$ cat src/hw/rtl/assert_macros.svh
// Assertion macros shared by the radix digit emitter RTL.
// Needs a clk and an active-low arst_n in the scope of each use.
`ifndef ASSERT_MACROS_SVH
`define ASSERT_MACROS_SVH

// Property must hold at every clock edge outside reset.
`define RDE_ASSERT(label, prop, msg) \
	label: assert property (@(posedge clk) disable iff (!arst_n) (prop)) \
		else $error(msg);

// Consequent must hold in the cycle after the trigger.
`define RDE_ASSERT_NEXT(label, trig, cons, msg) \
	label: assert property (@(posedge clk) disable iff (!arst_n) (trig) |=> (cons)) \
		else $error(msg);

`endif

$ cat src/hw/rtl/rde_pkg.sv
// Package for the radix digit emitter: item types, divider control types,
// radix limits and the digit-to-ASCII mapping. No dependencies.
`timescale 1ns / 1ps
`default_nettype none

package rde_pkg;

	localparam int CNT_W = 7;   // digit count field width

	localparam logic [4:0] RADIX_MIN = 5'd2;
	localparam logic [4:0] RADIX_MAX = 5'd16;

	localparam logic [6:0] CHAR_ZERO    = 7'h30;  // '0'
	localparam logic [6:0] CHAR_UPPER_A = 7'h41;  // 'A'
	localparam logic [6:0] CHAR_LOWER_A = 7'h61;  // 'a'

	typedef struct packed {
		logic [63:0] value;
		logic [4:0]  radix;
		logic        upper;
	} in_item_t;

	typedef struct packed {
		logic [6:0]       digit_char;
		logic [CNT_W-1:0] digit_count;
		logic             last_digit;
	} out_item_t;

	// Commands to the serial divider
	typedef struct packed {
		logic load;   // start on a new dividend
		logic next;   // divide the quotient just produced again
	} div_cmd_t;

	// Status from the serial divider
	typedef struct packed {
		logic       done;      // one-cycle pulse, digit valid
		logic       quot_nz;   // quotient left in place is nonzero
		logic [3:0] digit;     // remainder of this pass
	} div_stat_t;

	function automatic logic [6:0] digit_to_char(input logic [3:0] d, input logic up);
		logic [6:0] base_ch;
		base_ch = up ? CHAR_UPPER_A : CHAR_LOWER_A;
		if (d < 4'd10)
			return CHAR_ZERO + {3'b000, d};
		else
			return base_ch + {3'b000, d} - 7'd10;
	endfunction

endpackage

`default_nettype wire

$ cat src/hw/rtl/rde_stream_if.sv
// Valid/ready stream channel used on both sides of the radix digit emitter.
// Payload type is a parameter; item types come from rde_pkg.
`timescale 1ns / 1ps
`default_nettype none

interface rde_stream_if #(
	parameter type T = logic
);
	logic valid;
	logic ready;
	T     data;

	modport source (output valid, output data, input ready);
	modport sink (input valid, input data, output ready);
endinterface

`default_nettype wire

$ cat src/hw/rtl/radix_digit_emitter.sv
// Radix digit emitter: 64-bit unsigned value to ASCII digits in base 2..16,
// most significant first, one digit transfer per result. A value is turned
// into digits by repeated bit-serial division by the radix: each pass yields
// one digit, least significant first, which goes onto a digit stack; once the
// quotient is zero the stack is popped one digit per cycle, unless the output
// stalls, into the output register. A new value is taken while the final
// digit still waits in the output register. A radix below 2 acts as 2, above
// 16 as 16, and value bits at and above VALUE_BITS are ignored.
// Depends on rde_pkg, rde_stream_if, rde_serial_div and assert_macros.svh.
`timescale 1ns / 1ps
`default_nettype none

`include "assert_macros.svh"

module radix_digit_emitter
	import rde_pkg::*;
#(
	parameter int VALUE_BITS = 64
) (
	input  wire logic    clk,
	input  wire logic    arst_n,
	rde_stream_if.sink   num,
	rde_stream_if.source digit
);

	localparam int DEPTH = VALUE_BITS;   // base 2 gives the most digits

	typedef enum logic [2:0] {
		S_IDLE = 3'b001,
		S_DIV  = 3'b010,
		S_EMIT = 3'b100
	} state_t;

	state_t           st_q;
	logic [CNT_W-1:0] count_q;
	logic [CNT_W-1:0] left_q;
	logic             upper_q;
	logic [3:0]       stk_q [DEPTH];
	logic             ovld_q;
	out_item_t        odata_q;

	div_cmd_t  dcmd;
	div_stat_t dstat;
	logic      accept;
	logic      load_out;
	logic      push;
	logic [4:0] base_c;

	assign num.ready = (st_q == S_IDLE);
	assign accept    = num.valid && num.ready;
	assign push      = (st_q == S_DIV) && dstat.done;
	assign load_out  = (st_q == S_EMIT) && (!ovld_q || digit.ready);

	// Radix clamp into 2..16
	always_comb begin
		priority if (num.data.radix < RADIX_MIN)
			base_c = RADIX_MIN;
		else if (num.data.radix > RADIX_MAX)
			base_c = RADIX_MAX;
		else
			base_c = num.data.radix;
	end

	assign dcmd.load = accept;
	assign dcmd.next = push && dstat.quot_nz;

	rde_serial_div #(
		.W (VALUE_BITS)
	) u_div (
		.clk        (clk),
		.arst_n     (arst_n),
		.cmd        (dcmd),
		.load_value (num.data.value[VALUE_BITS-1:0]),
		.load_base  (base_c),
		.stat       (dstat)
	);

	// Sequencer and digit counters
	always_ff @(posedge clk or negedge arst_n) begin
		if (!arst_n) begin
			st_q    <= S_IDLE;
			count_q <= '0;
			left_q  <= '0;
		end else begin
			unique case (st_q)
				S_IDLE: begin
					if (accept) begin
						count_q <= '0;
						st_q    <= S_DIV;
					end
				end
				S_DIV: begin
					if (dstat.done) begin
						count_q <= count_q + 1'b1;
						if (!dstat.quot_nz) begin
							left_q <= count_q + 1'b1;
							st_q   <= S_EMIT;
						end
					end
				end
				S_EMIT: begin
					if (load_out) begin
						left_q <= left_q - 1'b1;
						if (left_q == CNT_W'(1))
							st_q <= S_IDLE;
					end
				end
				default: st_q <= S_IDLE;
			endcase
		end
	end

	// Letter case of the item in flight
	always_ff @(posedge clk) begin
		if (accept)
			upper_q <= num.data.upper;
	end

	// Digit stack: push shifts up, pop shifts down, top of stack at entry 0
	always_ff @(posedge clk) begin
		if (push) begin
			stk_q[0] <= dstat.digit;
			for (int i = 1; i < DEPTH; i++)
				stk_q[i] <= stk_q[i-1];
		end else if (load_out) begin
			for (int i = 0; i < DEPTH - 1; i++)
				stk_q[i] <= stk_q[i+1];
			stk_q[DEPTH-1] <= '0;
		end
	end

	// Output register
	always_ff @(posedge clk or negedge arst_n) begin
		if (!arst_n)
			ovld_q <= 1'b0;
		else if (load_out)
			ovld_q <= 1'b1;
		else if (digit.ready)
			ovld_q <= 1'b0;
	end

	always_ff @(posedge clk) begin
		if (load_out) begin
			odata_q.digit_char  <= digit_to_char(stk_q[0], upper_q);
			odata_q.digit_count <= count_q;
			odata_q.last_digit  <= (left_q == CNT_W'(1));
		end
	end

	assign digit.valid = ovld_q;
	assign digit.data  = odata_q;

	`RDE_ASSERT(a_emit_has_digits, (st_q != S_EMIT) || (left_q != '0),
		"emit state with no digits left")
	`RDE_ASSERT(a_done_in_div, !dstat.done || (st_q == S_DIV),
		"divider finished outside the divide state")
	`RDE_ASSERT_NEXT(a_last_marked, load_out && (left_q == CNT_W'(1)),
		digit.data.last_digit && (st_q == S_IDLE),
		"final digit not marked or sequencer not back to idle")
	`RDE_ASSERT(a_count_range,
		!digit.valid || ((digit.data.digit_count != '0)
		&& (digit.data.digit_count <= CNT_W'(DEPTH))),
		"digit count out of range")

endmodule

`default_nettype wire

$ cat src/hw/rtl/rde_serial_div.sv
// Bit-serial restoring divider by a small radix: one quotient bit per cycle,
// quotient kept in place so it can be divided again. Uses rde_pkg.
`timescale 1ns / 1ps
`default_nettype none

`include "assert_macros.svh"

module rde_serial_div
	import rde_pkg::*;
#(
	parameter int W = 64
) (
	input  wire logic         clk,
	input  wire logic         arst_n,
	input  wire div_cmd_t     cmd,
	input  wire logic [W-1:0] load_value,
	input  wire logic [4:0]   load_base,
	output div_stat_t         stat
);

	localparam int BC_W = $clog2(W);

	logic [W-1:0]    v_q;
	logic [3:0]      rem_q;
	logic [4:0]      base_q;
	logic [BC_W-1:0] bcnt_q;
	logic            busy_q;
	logic            done_q;
	logic            qnz_q;

	// One restoring step: bring in the next dividend bit, subtract if it fits
	logic [4:0] trial;
	logic       ge;
	logic [3:0] rem_d;

	assign trial = {rem_q, v_q[W-1]};
	assign ge    = (trial >= base_q);
	assign rem_d = ge ? 4'(trial - base_q) : trial[3:0];

	// Control
	always_ff @(posedge clk or negedge arst_n) begin
		if (!arst_n) begin
			busy_q <= 1'b0;
			done_q <= 1'b0;
		end else begin
			done_q <= busy_q && (bcnt_q == '0);
			if (cmd.load || cmd.next)
				busy_q <= 1'b1;
			else if (busy_q && (bcnt_q == '0))
				busy_q <= 1'b0;
		end
	end

	// Datapath
	always_ff @(posedge clk) begin
		if (cmd.load || cmd.next) begin
			if (cmd.load) begin
				v_q    <= load_value;
				base_q <= load_base;
			end
			rem_q  <= '0;
			qnz_q  <= 1'b0;
			bcnt_q <= BC_W'(W - 1);
		end else if (busy_q) begin
			v_q    <= {v_q[W-2:0], ge};
			rem_q  <= rem_d;
			qnz_q  <= qnz_q | ge;
			bcnt_q <= bcnt_q - 1'b1;
		end
	end

	assign stat.done    = done_q;
	assign stat.quot_nz = qnz_q;
	assign stat.digit   = rem_q;

	`RDE_ASSERT(a_rem_below_base, !busy_q || ({1'b0, rem_q} < base_q),
		"divider remainder reached the base")
	`RDE_ASSERT(a_no_cmd_while_busy, !(busy_q && (cmd.load || cmd.next)),
		"divider restarted in the middle of a pass")

endmodule

`default_nettype wire

$ cat src/flat_wrapper.sv
// flat-port wrapper written by rule: the top's interface ports become plain ports
module radix_digit_emitter_flat import rde_pkg::*;
#(
	parameter int VALUE_BITS = 64
)
  (clk, arst_n, num_valid, num_data, num_ready, digit_valid, digit_data, digit_ready);
  rde_stream_if #(.T(in_item_t)) num_i ();
  rde_stream_if #(.T(out_item_t)) digit_i ();
  input  wire logic clk;
  input  wire logic arst_n;
  input wire logic [$bits(num_i.valid)-1:0] num_valid;
  input wire logic [$bits(num_i.data)-1:0] num_data;
  output wire logic [$bits(num_i.ready)-1:0] num_ready;
  output wire logic [$bits(digit_i.valid)-1:0] digit_valid;
  output wire logic [$bits(digit_i.data)-1:0] digit_data;
  input wire logic [$bits(digit_i.ready)-1:0] digit_ready;
  assign num_i.valid = num_valid;
  assign num_i.data = num_data;
  assign num_ready = num_i.ready;
  assign digit_valid = digit_i.valid;
  assign digit_data = digit_i.data;
  assign digit_i.ready = digit_ready;
  radix_digit_emitter #(.VALUE_BITS(VALUE_BITS)) u_core (.clk(clk), .arst_n(arst_n), .num(num_i), .digit(digit_i));
endmodule
$ cat config.mk
export PLATFORM = sky130hd
export DESIGN_NAME = radix_digit_emitter_flat
export DESIGN_NICKNAME = d
export VERILOG_FILES = /design/src/hw/rtl/rde_pkg.sv /design/src/hw/rtl/rde_stream_if.sv /design/src/hw/rtl/radix_digit_emitter.sv /design/src/hw/rtl/rde_serial_div.sv /design/src/flat_wrapper.sv
export VERILOG_INCLUDE_DIRS = /design/src /design/src/hw/rtl
export SDC_FILE = /design/constraint.sdc
export NUM_CORES = 1
export LEC_CHECK = 0
export ABC_AREA = 1
export BUFFER_PORTS_ARGS = -buffer_cell sky130_fd_sc_hd__buf_4
export CELL_PAD_IN_SITES_DETAIL_PLACEMENT = 1
export CELL_PAD_IN_SITES_GLOBAL_PLACEMENT = 2
export CORE_MARGIN = 2
export CORE_UTILIZATION = 43
export DETAILED_ROUTE_END_ITERATION = 10
export HOLD_SLACK_MARGIN = 0.05
export PLACE_DENSITY_LB_ADDON = 0.1
export REMOVE_ABC_BUFFERS = 1
export SYNTH_ARGS = -nofsm -noshare
export SYNTH_HDL_FRONTEND = slang
export SYNTH_HIERARCHICAL = 1
export SYNTH_SLANG_ARGS = --single-unit
export TNS_END_PERCENT = 30
$ cat constraint.sdc
create_clock -name clk -period 22.9 [get_ports clk]
set_input_delay 4.58 -clock clk [delete_from_list [all_inputs] [get_ports clk]]
set_output_delay 4.58 -clock clk [all_outputs]
set_load 0.02 [all_outputs]
==> qor.yml, run 1 <==
fin_crit_ns: 7.260
ys_seq_elements: 372
post-route-period-util_pct: 31.70
first_iter_violations: 641
viasPerCell: 4.887
min_from: "u_core/u_div/bcnt_q[3]"
rr_worst_depth: 7
synth_area_mm2: 0.01624
antenna_cells: 0
crit_type: "in -> reg"
start_util_pct: 43.43
syn2layout_area_growth_pct: 13.89
max_freq_mhz: 137.7
drt_wl_total_um: 32790
relSlewSlack_pct: 19.12
antenna_found_initial: 0
finalInstanceArea_mm2: 0.01850
tightestPinTransition_ns: 1.213
nFillCells: 4154
whs_path_depth: 2
post-synth-top-count-cell: "nand2_1"
r2r_slack_ns: 19.12
worstSkewPairLatency_ns: 0.56
finalSetupViolCount: 0
yosys.cell_types.count: 34
multi_input_area_mm2: 0.004403
nets: 1766
grt_pass1_vias: 11040
io_buffer_count: 90
numCtsBuffers: 43
finClkSkew_ns: 0.02102
start_kind: "input port"
reg2reg_to: "u_core/stk_q[3][0]"
dr.pass1.iters: 4
finalSetupTns_ns: 0
synth_area_per_cell_um2: 10.08
finalHoldViolations: 0
die_w_um: 198.4
ir_worst_vdd_mv: 0.05237
synth_top_area_cell: "edfxtp_1"
final_antenna_net_count: 0
grt_max_degree: 194
rr_startpoint: "u_core/st_q[1]"
clk_path_buf_depth: 3
yosys_warnings: 6
placed_cell_area_mm2: 0.01722
final_core_util_pct: 49.46
finalWorstSetupSlack_ns: 15.64
min_to: "u_core/u_div/bcnt_q[3]"
cts_tree: "yes"
rows: 71
dp_hpwl_um: 19260
cellLeakagePower_nw: 7.949
drt-wirelength-per-cell_um: 14.75
htreeDepth: 2
ff_latch_area_mm2: 0.01096
ctsHoldBuffers: 0
synth_seq_area_share_pct: 67.49
gp_congestion: 0.7276
synthFlopType: "edfxtp_1"
cts-resized-gates: 0
end_kind: "flip-flop"
rsz0062_at_grt: "no"
grt_pass1_wl_um: 55280
track_usage_pct: 17.27
cp_max_fo: 193
num_vias: 10860
arrival_ns: 7.42
place_ws_ns: 15.10
drc: 0
die_area_mm2: 0.03934
syn_inst: 1612
clk_pin_slew_ns: 0.06
whs_ns: 0.4619
synth_edf_count: 341
synth_area_leaders: "edfxtp_1 (63%), nand2_1 (18%), o21ai_0 (3.6%), dfrtp_1 (2.9%), inv_1 (2.7%)"
io_pins: 91
status: "complete, no violations"
drv_slew: 0
cap_violations: 0
p_per_area_mw_per_mm2: 106.6
synth_common_cells: "nand2_1 (794), edfxtp_1 (341), o21ai_0 (116)"
crit_required_ns: 23.06
grt.overflow.total: 0
min_path_type: "reg -> reg"
synth_top_area_share_pct: 63.05
drive_above_1_share_pct: 10.34
async_flop_share_pct: 5.376
dieHeight_um: 198.4
clock-root-buffer: "clkbuf_16"
post-cts-setup-buffers: 0
clock_sinks: 372
core_mm2: 0.03740
## cell usage in the layout, fill, tap and decap left out, drive strengths merged
cell type / n
nand3: 27
o31ai: 1
ha: 11
xor2: 5
o211ai: 2
nor2: 40
nor3: 2
inv: 121
clkinv: 16
dfrtp: 19
nand2: 801
nand4: 4
clkbuf: 60
o21ai: 135
a21boi: 1
o21bai: 1
dfxtp: 11
fa: 1
buf: 99
a21oi: 7
o22ai: 2
bufinv: 1
a31oi: 1
edfxtp: 341
xnor2: 2
dfstp: 1
## through the flow
step           std cells  power (W)
2_1_floorplan       1536   0.001249
3_3_place_gp        2146   0.001340
3_5_place_dp        2146   0.001357
4_1_cts             2223   0.002006
5_1_grt             2223   0.002100
6_report            2223   0.001972
## state kept, by name (all words and copies together) (netlist names)
| register | flops |
|---|---|
| u_core/stk_q | 256 |
| u_core/u_div/v_q | 64 |
| u_core/digit.data | 15 |
| u_core/count_q | 7 |
| u_core/left_q | 7 |
| u_core/u_div/bcnt_q | 6 |
| u_core/u_div/base_q | 5 |
| u_core/u_div/rem_q | 4 |
| u_core/st_q | 3 |
| u_core/digit.valid | 1 |
| u_core/u_div/busy_q | 1 |
| u_core/u_div/done_q | 1 |
| u_core/u_div/qnz_q | 1 |
| u_core/upper_q | 1 |
## how the worst max path moves through the flow
stage / endpoint / slack, ns / from
finish: u_core/stk_q[3][0] / 15.64 / digit_ready
global placement: u_core/stk_q[7][23] / 15.14 / digit_ready
detailed placement: u_core/stk_q[7][23] / 15.10 / digit_ready
CTS: u_core/stk_q[7][31] / 15.71 / digit_ready
global route: u_core/stk_q[1][8] / 15.41 / digit_ready
floorplan: u_core/stk_q[0][0] / 9.15 / digit_ready
## routing by layer
metal | global-route usage (%) | share of wire [%]
met3 | 4.139 | 4.9
met5 | 0 | 0
met1 | 25.18 | 50
met4 | 5.514 | 1.9
met2 | 25.38 | 44
## final cells by class
cell class / count / area share (%)
inverter: 121 / 2.476
clock inverter: 17 / 0.6426
multi-input combinational: 1043 / 23.80
sequential: 372 / 59.26
timing repair buffer: 99 / 4.086
clock buffer: 60 / 6.277
tap: 511 / 3.456
## kinds of logic (layout without fill, tap and decap cells)
group,Yosys count,after routing,share of synthesized area [%]
XOR/XNOR,7,7,0.3775
AND/OR/NAND/NOR,874,874,20.87
AO/OA/AOI/OAI,150,150,4.745
buffers and inverters,197,297,5.547
flip-flops,372,372,67.49
adder cells (fa/ha/maj),12,12,0.9706
## power by group
| group | leakage, nW | internal (W) | total [W] | switching (W) |
|---|---|---|---|---|
| Combinational | 3.75 | 0.000121 | 0.000368 | 0.000247 |
| Clock | 0.623 | 0.000365 | 0.000632 | 0.000267 |
| Sequential | 3.57 | 0.000918 | 0.000972 | 0.0000538 |
## critical path, stage by stage
cell and delay (ns):
buf_4 0.08, nor2_1 0.07, nor2_4 0.10, buf_4 0.49
inv_4 0.29, nand2_4 0.73, buf_12 0.66
Power figures use the tool's default switching activity.
==> inputs of run 2 (changes only) <==
--- a/config.mk
+++ b/config.mk
@@ -11,7 +11,7 @@
 export CELL_PAD_IN_SITES_DETAIL_PLACEMENT = 1
 export CELL_PAD_IN_SITES_GLOBAL_PLACEMENT = 2
 export CORE_MARGIN = 2
-export CORE_UTILIZATION = 43
+export CORE_UTILIZATION = 40
 export DETAILED_ROUTE_END_ITERATION = 10
 export HOLD_SLACK_MARGIN = 0.05
 export PLACE_DENSITY_LB_ADDON = 0.1
==> constraint.sdc (replaced) <==
create_clock -name clk -period 6.86 [get_ports clk]
set_input_delay 1.372 -clock clk [delete_from_list [all_inputs] [get_ports clk]]
set_output_delay 1.372 -clock clk [all_outputs]
set_load 0.02 [all_outputs]
==> run 2 against run 1 <==
  * Clock power rose to 3.2 times the previous value
  * Largest cell class unchanged
  * Count of clock-buffer cells in the layout down 5
  * Combinational power rose to 3.4 times the previous value
  * Worst hold slack about the same
  * Setup slack worse by 12 ns
  * Utilization down 3.2 points
  * Via count up 0.65%
  * Sequential cell count unchanged
==> qor.yml, run 2 (synthesis results as in run 1) <==
finClkSkew_ns: 0.01567  # -0.005354 ns
cap_violations: 0  # unchanged
clock-root-buffer: "clkbuf_16"
drt-wirelength-per-cell_um: 15.02  # +1.8%
rows: 73  # +2.8%
max_freq_mhz: 312.9
final_core_util_pct: 46.27  # -3.2 points
rsz0062_at_grt: "no"
num_vias: 10930  # +0.65%
status: "complete, no violations"
core_mm2: 0.03991  # +6.7%
worstSkewPairLatency_ns: 0.53  # -0.03 ns
met1_length_um: 16460  # +1.4%
p_per_area_mw_per_mm2: 352.9  # +230%
largest_registers: "u_core/stk_q x256, u_core/u_div/v_q x64, u_core/digit.data x15"
clk_pin_slew_ns: 0.06  # about the same
start_kind: "input port"
dp_cells: 2163  # +0.79%
crit_type: "in -> reg"
dr.pass1.iters: 5  # +1
die_area_mm2: 0.04223  # +7.3%
nets: 1769  # +0.17%
io_pins: 91  # unchanged
io_buffer_count: 90  # unchanged
clk_path_buf_depth: 3  # unchanged
die_w_um: 205.5  # +3.6%
antenna_found_initial: 1  # +1
clock_sinks: 372  # unchanged
arrival_ns: 3.48  # -3.94 ns
final_common_cell: "nand2_1"
ir_worst_vdd_mv: 0.1908  # +260%
post-route-period-util_pct: 46.59
cts_tree: "yes"
syn2layout_area_growth_pct: 13.71
layoutNonFillerInstCount: 2231  # +0.36%
drc: 0  # unchanged
met3_length_um: 1484  # -8.5%
cellLeakagePower_nw: 7.933  # -0.21%
htreeDepth: 2  # unchanged
dieHeight_um: 205.5  # +3.6%
relSlewSlack_pct: 33.67  # +15 points
track_usage_pct: 16.31  # -0.96 points
crit_required_ns: 7.14  # -15.92 ns
first_iter_violations: 628  # -2.0%
drive_above_1_share_pct: 10.43  # +0.095 points
drt_wl_total_um: 33520  # +2.2%
end_kind: "flip-flop"
grt_pass1_wl_um: 56540  # +2.3%
routed.top_layer: "met5"
finalSetupViolCount: 0  # unchanged
numCtsBuffers: 43  # unchanged
finalHoldViolations: 0  # unchanged
viasPerCell: 4.901  # +0.29%
tightestPinTransition_ns: 0.9950  # -0.2182 ns
cp_max_fo: 70  # -64%
largest_register_ffs: 256  # unchanged
drv_slew: 0  # unchanged
antenna_cells: 0  # unchanged
ctsHoldBuffers: 0  # unchanged
grt_pass1_vias: 11340  # +2.7%
dp_hpwl_um: 20610  # +7.0%
cts-resized-gates: 0  # unchanged
start_util_pct: 40.69  # -2.7 points
post-cts-setup-buffers: 0  # unchanged
wl_met2_um: 15020  # +5.0%
fin_crit_ns: 3.196
final_antenna_net_count: 0  # unchanged
top_register: "u_core/stk_q"
grt_max_degree: 99  # -49%
min_path_type: "reg -> reg"
gp_congestion: 0.7353  # +1.1%
final_cell_mix: "nand2_1 (793), edfxtp_1 (341), o21ai_0 (116)"
grt.overflow.total: 0  # unchanged
run 2: cell types whose count changed in the layout (fill, tap and decap cells not counted):
cell,change
buf_4,+3
clkbuf_1,-4
clkbuf_16,-1
clkinv_1,-3
clkinv_4,-1
clkinv_8,-1
clkinvlp_4,+1
run 2: final timing paths:
check / to / start / cells past startpoint / slack [ns]
worst min-delay path: u_core/u_div/bcnt_q[3] / u_core/u_div/bcnt_q[3] / 2 / 0.46
min in group asynchronous: u_core/left_q[1] / arst_n / 1 / 0.72
worst max register to register: u_core/u_div/v_q[27] / u_core/st_q[0] / 11 / 3.74
max in group asynchronous: u_core/st_q[0] / arst_n / 1 / 5.86
worst max-delay path: u_core/u_div/v_q[27] / num_valid / 9 / 3.66
worst min register to register: u_core/u_div/bcnt_q[3] / u_core/u_div/bcnt_q[3] / 2 / 0.46
run 2: layout make-up:
cell class,count,area (um^2)
clock buffers,55,1121
clock inverters,13,90.09
fillers,4476,21450
inverters,121,457.9
multi-input cells,1043,4403
flip-flops and latches,372,10960
well taps,525,656.9
repair buffers,102,778.2
run 2: stage by stage:
stage | TNS (ns) | total power, W | setup WS [ns] | hold WS (ns) | area [um^2]
after floorplan | -941.92 | 0.004169 | -3.679 | 0.4284 | 15800
after CTS | 0 | 0.006636 | 3.658 | 0.4671 | 18470
final | 0 | 0.006518 | 3.664 | 0.4614 | 18470
after global placement | 0 | 0.004496 | 3.127 | 0.4381 | 17260
after detailed placement | 0 | 0.004547 | 3.100 | 0.4535 | 17260
after global routing | 0 | 0.006949 | 3.460 | 0.4880 | 18470
run 2: power by group:
part           internal [W]  switching, W
clock network       0.00118      0.000860
logic              0.000406      0.000835
registers           0.00306      0.000177
run 2: worst max-delay path, cell delays in order:
cell and delay, ns:
buf_4 0.11, nand2_1 0.14, inv_1 0.23, nor2_4 0.13, buf_4 0.56, inv_2 0.21
buf_4 0.38, nand2_1 0.16, nand2_1 0.06
run 2: metal layers:
layer	global-route usage, %	vias up
li1	-	5370
met1	23.39	5401
met2	25.23	120
met3	3.706	41
met4	3.751	2
met5	0	-
==> inputs of run 3 (changes only) <==
==> constraint.sdc (replaced) <==
create_clock -name clk -period 3.1 [get_ports clk]
set_input_delay 0.62 -clock clk [delete_from_list [all_inputs] [get_ports clk]]
set_output_delay 0.62 -clock clk [all_outputs]
set_load 0.02 [all_outputs]
==> run 3 against run 2 <==
  * Sequential cell count did not move
  * Highest routed layer is now met4
  * First-iteration DRC count grew 0.64%
  * Combinational power is 120% higher
  * Count of clock-buffer cells in the layout shrank 4
  * Largest cell class unchanged
  * Design area increased by 1.1%
==> qor.yml, run 3 (synthesis results as in run 1) <==
relSlewSlack_pct: 30.48  # -3.2 points
core_mm2: 0.03991  # unchanged
post-route-period-util_pct: 77.93
grt.overflow.total: 0  # unchanged
first_iter_violations: 632  # +0.64%
io_pins: 91  # unchanged
grt_pass1_vias: 10930  # -3.6%
cts_tree: "yes"
final_common_cell: "nand2_1"
r2r_slack_ns: 0.68  # -3.06 ns
nFillCells: 4423  # -1.2%
syn2layout_area_growth_pct: 15.01
end_kind: "flip-flop"
ir_worst_vdd_mv: 0.3703  # +94%
slowest_stage: "buf_4"
nets: 1774  # +0.28%
largest_register_ffs: 256  # unchanged
die_area_mm2: 0.04223  # unchanged
clock-root-buffer: "clkbuf_16"
track_usage_pct: 15.86  # -0.45 points
largest_registers: "u_core/stk_q x256, u_core/u_div/v_q x64, u_core/digit.data x15"
grt_max_degree: 147  # +48%
cp_max_fo: 106  # +51%
gp_congestion: 0.7521  # +2.3%
rows: 73  # unchanged
min_from: "num_data[0]"
max_freq_mhz: 414.0
drt_wl_total_um: 32660  # -2.6%
top_register: "u_core/stk_q"
crit_type: "reg -> reg"
finalHoldViolations: 0  # unchanged
finClkSkew_ns: 0.01791  # +0.002236 ns
rr_startpoint: "u_core/st_q[0]"
dieHeight_um: 205.5  # unchanged
final_antenna_net_count: 0  # unchanged
reg2reg_to: "u_core/stk_q[6][6]"
dp_hpwl_um: 19870  # -3.6%
viasPerCell: 4.825  # -1.5%
start_kind: "flip-flop"
numCtsBuffers: 43  # unchanged
drive_above_1_share_pct: 10.98  # +0.55 points
die_w_um: 205.5  # unchanged
slowest_delay_ns: 0.80  # +0.24 ns
num_vias: 10840  # -0.88%
clock_sinks: 372  # unchanged
worstSkewPairLatency_ns: 0.56  # +0.03 ns
crit_chain: "nor2_2 > nand2_2 > inv_2 > nand2_4 > buf_4 > o21ai_0"
cp_num_buf_inv: 2  # -3
final_cell_mix: "nand2_1 (793), edfxtp_1 (341), o21ai_0 (116)"
dr.pass1.iters: 5  # unchanged
path_delay_family: "buffers and inverters"
antenna_found_initial: 0  # -1
clk_path_buf_depth: 3  # unchanged
clk_pin_slew_ns: 0.06  # about the same
rr_worst_depth: 6  # -5
grt_pass1_wl_um: 54620  # -3.4%
status: "complete, no violations"
layoutNonFillerInstCount: 2246  # +0.67%
crit_required_ns: 3.35  # -3.79 ns
min_path_type: "in -> reg"
io_buffer_count: 90  # unchanged
htreeDepth: 2  # unchanged
whs_ns: 0.2520  # -0.2095 ns
antenna_cells: 0  # unchanged
cts-resized-gates: 0  # unchanged
whs_path_depth: 1  # -1
drt-wirelength-per-cell_um: 14.54  # -3.2%
post-cts-setup-buffers: 0  # unchanged
cellLeakagePower_nw: 8.032  # +1.2%
arrival_ns: 2.67  # -0.81 ns
finalSetupViolCount: 0  # unchanged
fin_crit_ns: 2.416
p_per_area_mw_per_mm2: 778.6  # +120%
drv_slew: 0  # unchanged
drc: 0  # unchanged
min_to: "u_core/upper_q"
tightestPinTransition_ns: 1.043  # +0.04777 ns
dp_cells: 2167  # +0.18%
rsz0062_at_grt: "no"
start_util_pct: 40.69  # unchanged
cap_violations: 0  # unchanged
## run 3: cell types whose count changed in the layout (fill, tap and decap cells not counted)
cell	delta
bufinv_16	-1
clkbuf_16	+2
dlygate4sd3_1	+1
clkinv_2	+7
inv_6	-1
clkinv_1	+9
clkbuf_1	-6
buf_12	+9
buf_4	-5
## run 3: per-layer routing
metal / track usage, % / wire, um
met5: 0 / 0
met4: 4.419 / 691
met3: 3.120 / 1161
met2: 23.85 / 14220
met1: 23.33 / 16580
## run 3: worst register-to-register path: stages, from the launching register on
cell     delay, ns
dfstp_2       0.55
nor2_2        0.05
nand2_2       0.09
inv_2         0.07
nand2_4       0.24
buf_4         0.81
o21ai_0       0.31
## run 3: what timing repair did
item / in CTS / in global routing
setup endpoints to repair: 0 / 0
hold buffers: 1 / 0
hold endpoints to repair: 19 / 0
## run 3: worst max-delay path by stage
stage	from	to	slack, ns	cells after the start
after detailed placement	u_core/st_q[0]	u_core/stk_q[6][6]	0.66	6
after floorplan	digit_ready	u_core/stk_q[0][0]	-6.69	4
after CTS	u_core/st_q[0]	u_core/u_div/v_q[48]	0.64	6
after global placement	u_core/st_q[0]	u_core/u_div/v_q[38]	0.72	6
after global routing	u_core/st_q[0]	u_core/stk_q[6][6]	0.45	6
final	u_core/st_q[0]	u_core/stk_q[6][6]	0.68	6
## run 3: power by group
group          leakage (nW)  switching, W  internal [W]
Sequential             3.57      0.000391       0.00677
Clock                 0.631       0.00200       0.00263
Combinational          3.83       0.00181      0.000948
## run 3: layout make-up
type | instances | area (um^2) | share of cell area, %
Clock inverter | 27 | 120.1 | 0.6430
Inverter | 121 | 457.9 | 2.452
Timing Repair Buffer | 107 | 930.9 | 4.984
Clock buffer | 51 | 1149 | 6.149
Tap cell | 525 | 656.9 | 3.517
Multi-Input combinational cell | 1043 | 4403 | 23.57
Sequential cell | 372 | 10960 | 58.68
## run 3: per-stage QoR
stage,setup slack [ns],util [%],power [W],TNS (ns),cell area [um^2]
floorplan,-6.687,-,0.009225,-2076.61,15800
global placement,0.7220,43.59,0.009989,0,17400
detailed placement,0.6588,43.59,0.01008,0,17400
CTS,0.6439,46.80,0.01480,0,18680
global route,0.4470,46.80,0.01547,0,18680
finish,0.6843,46.80,0.01454,0,18680
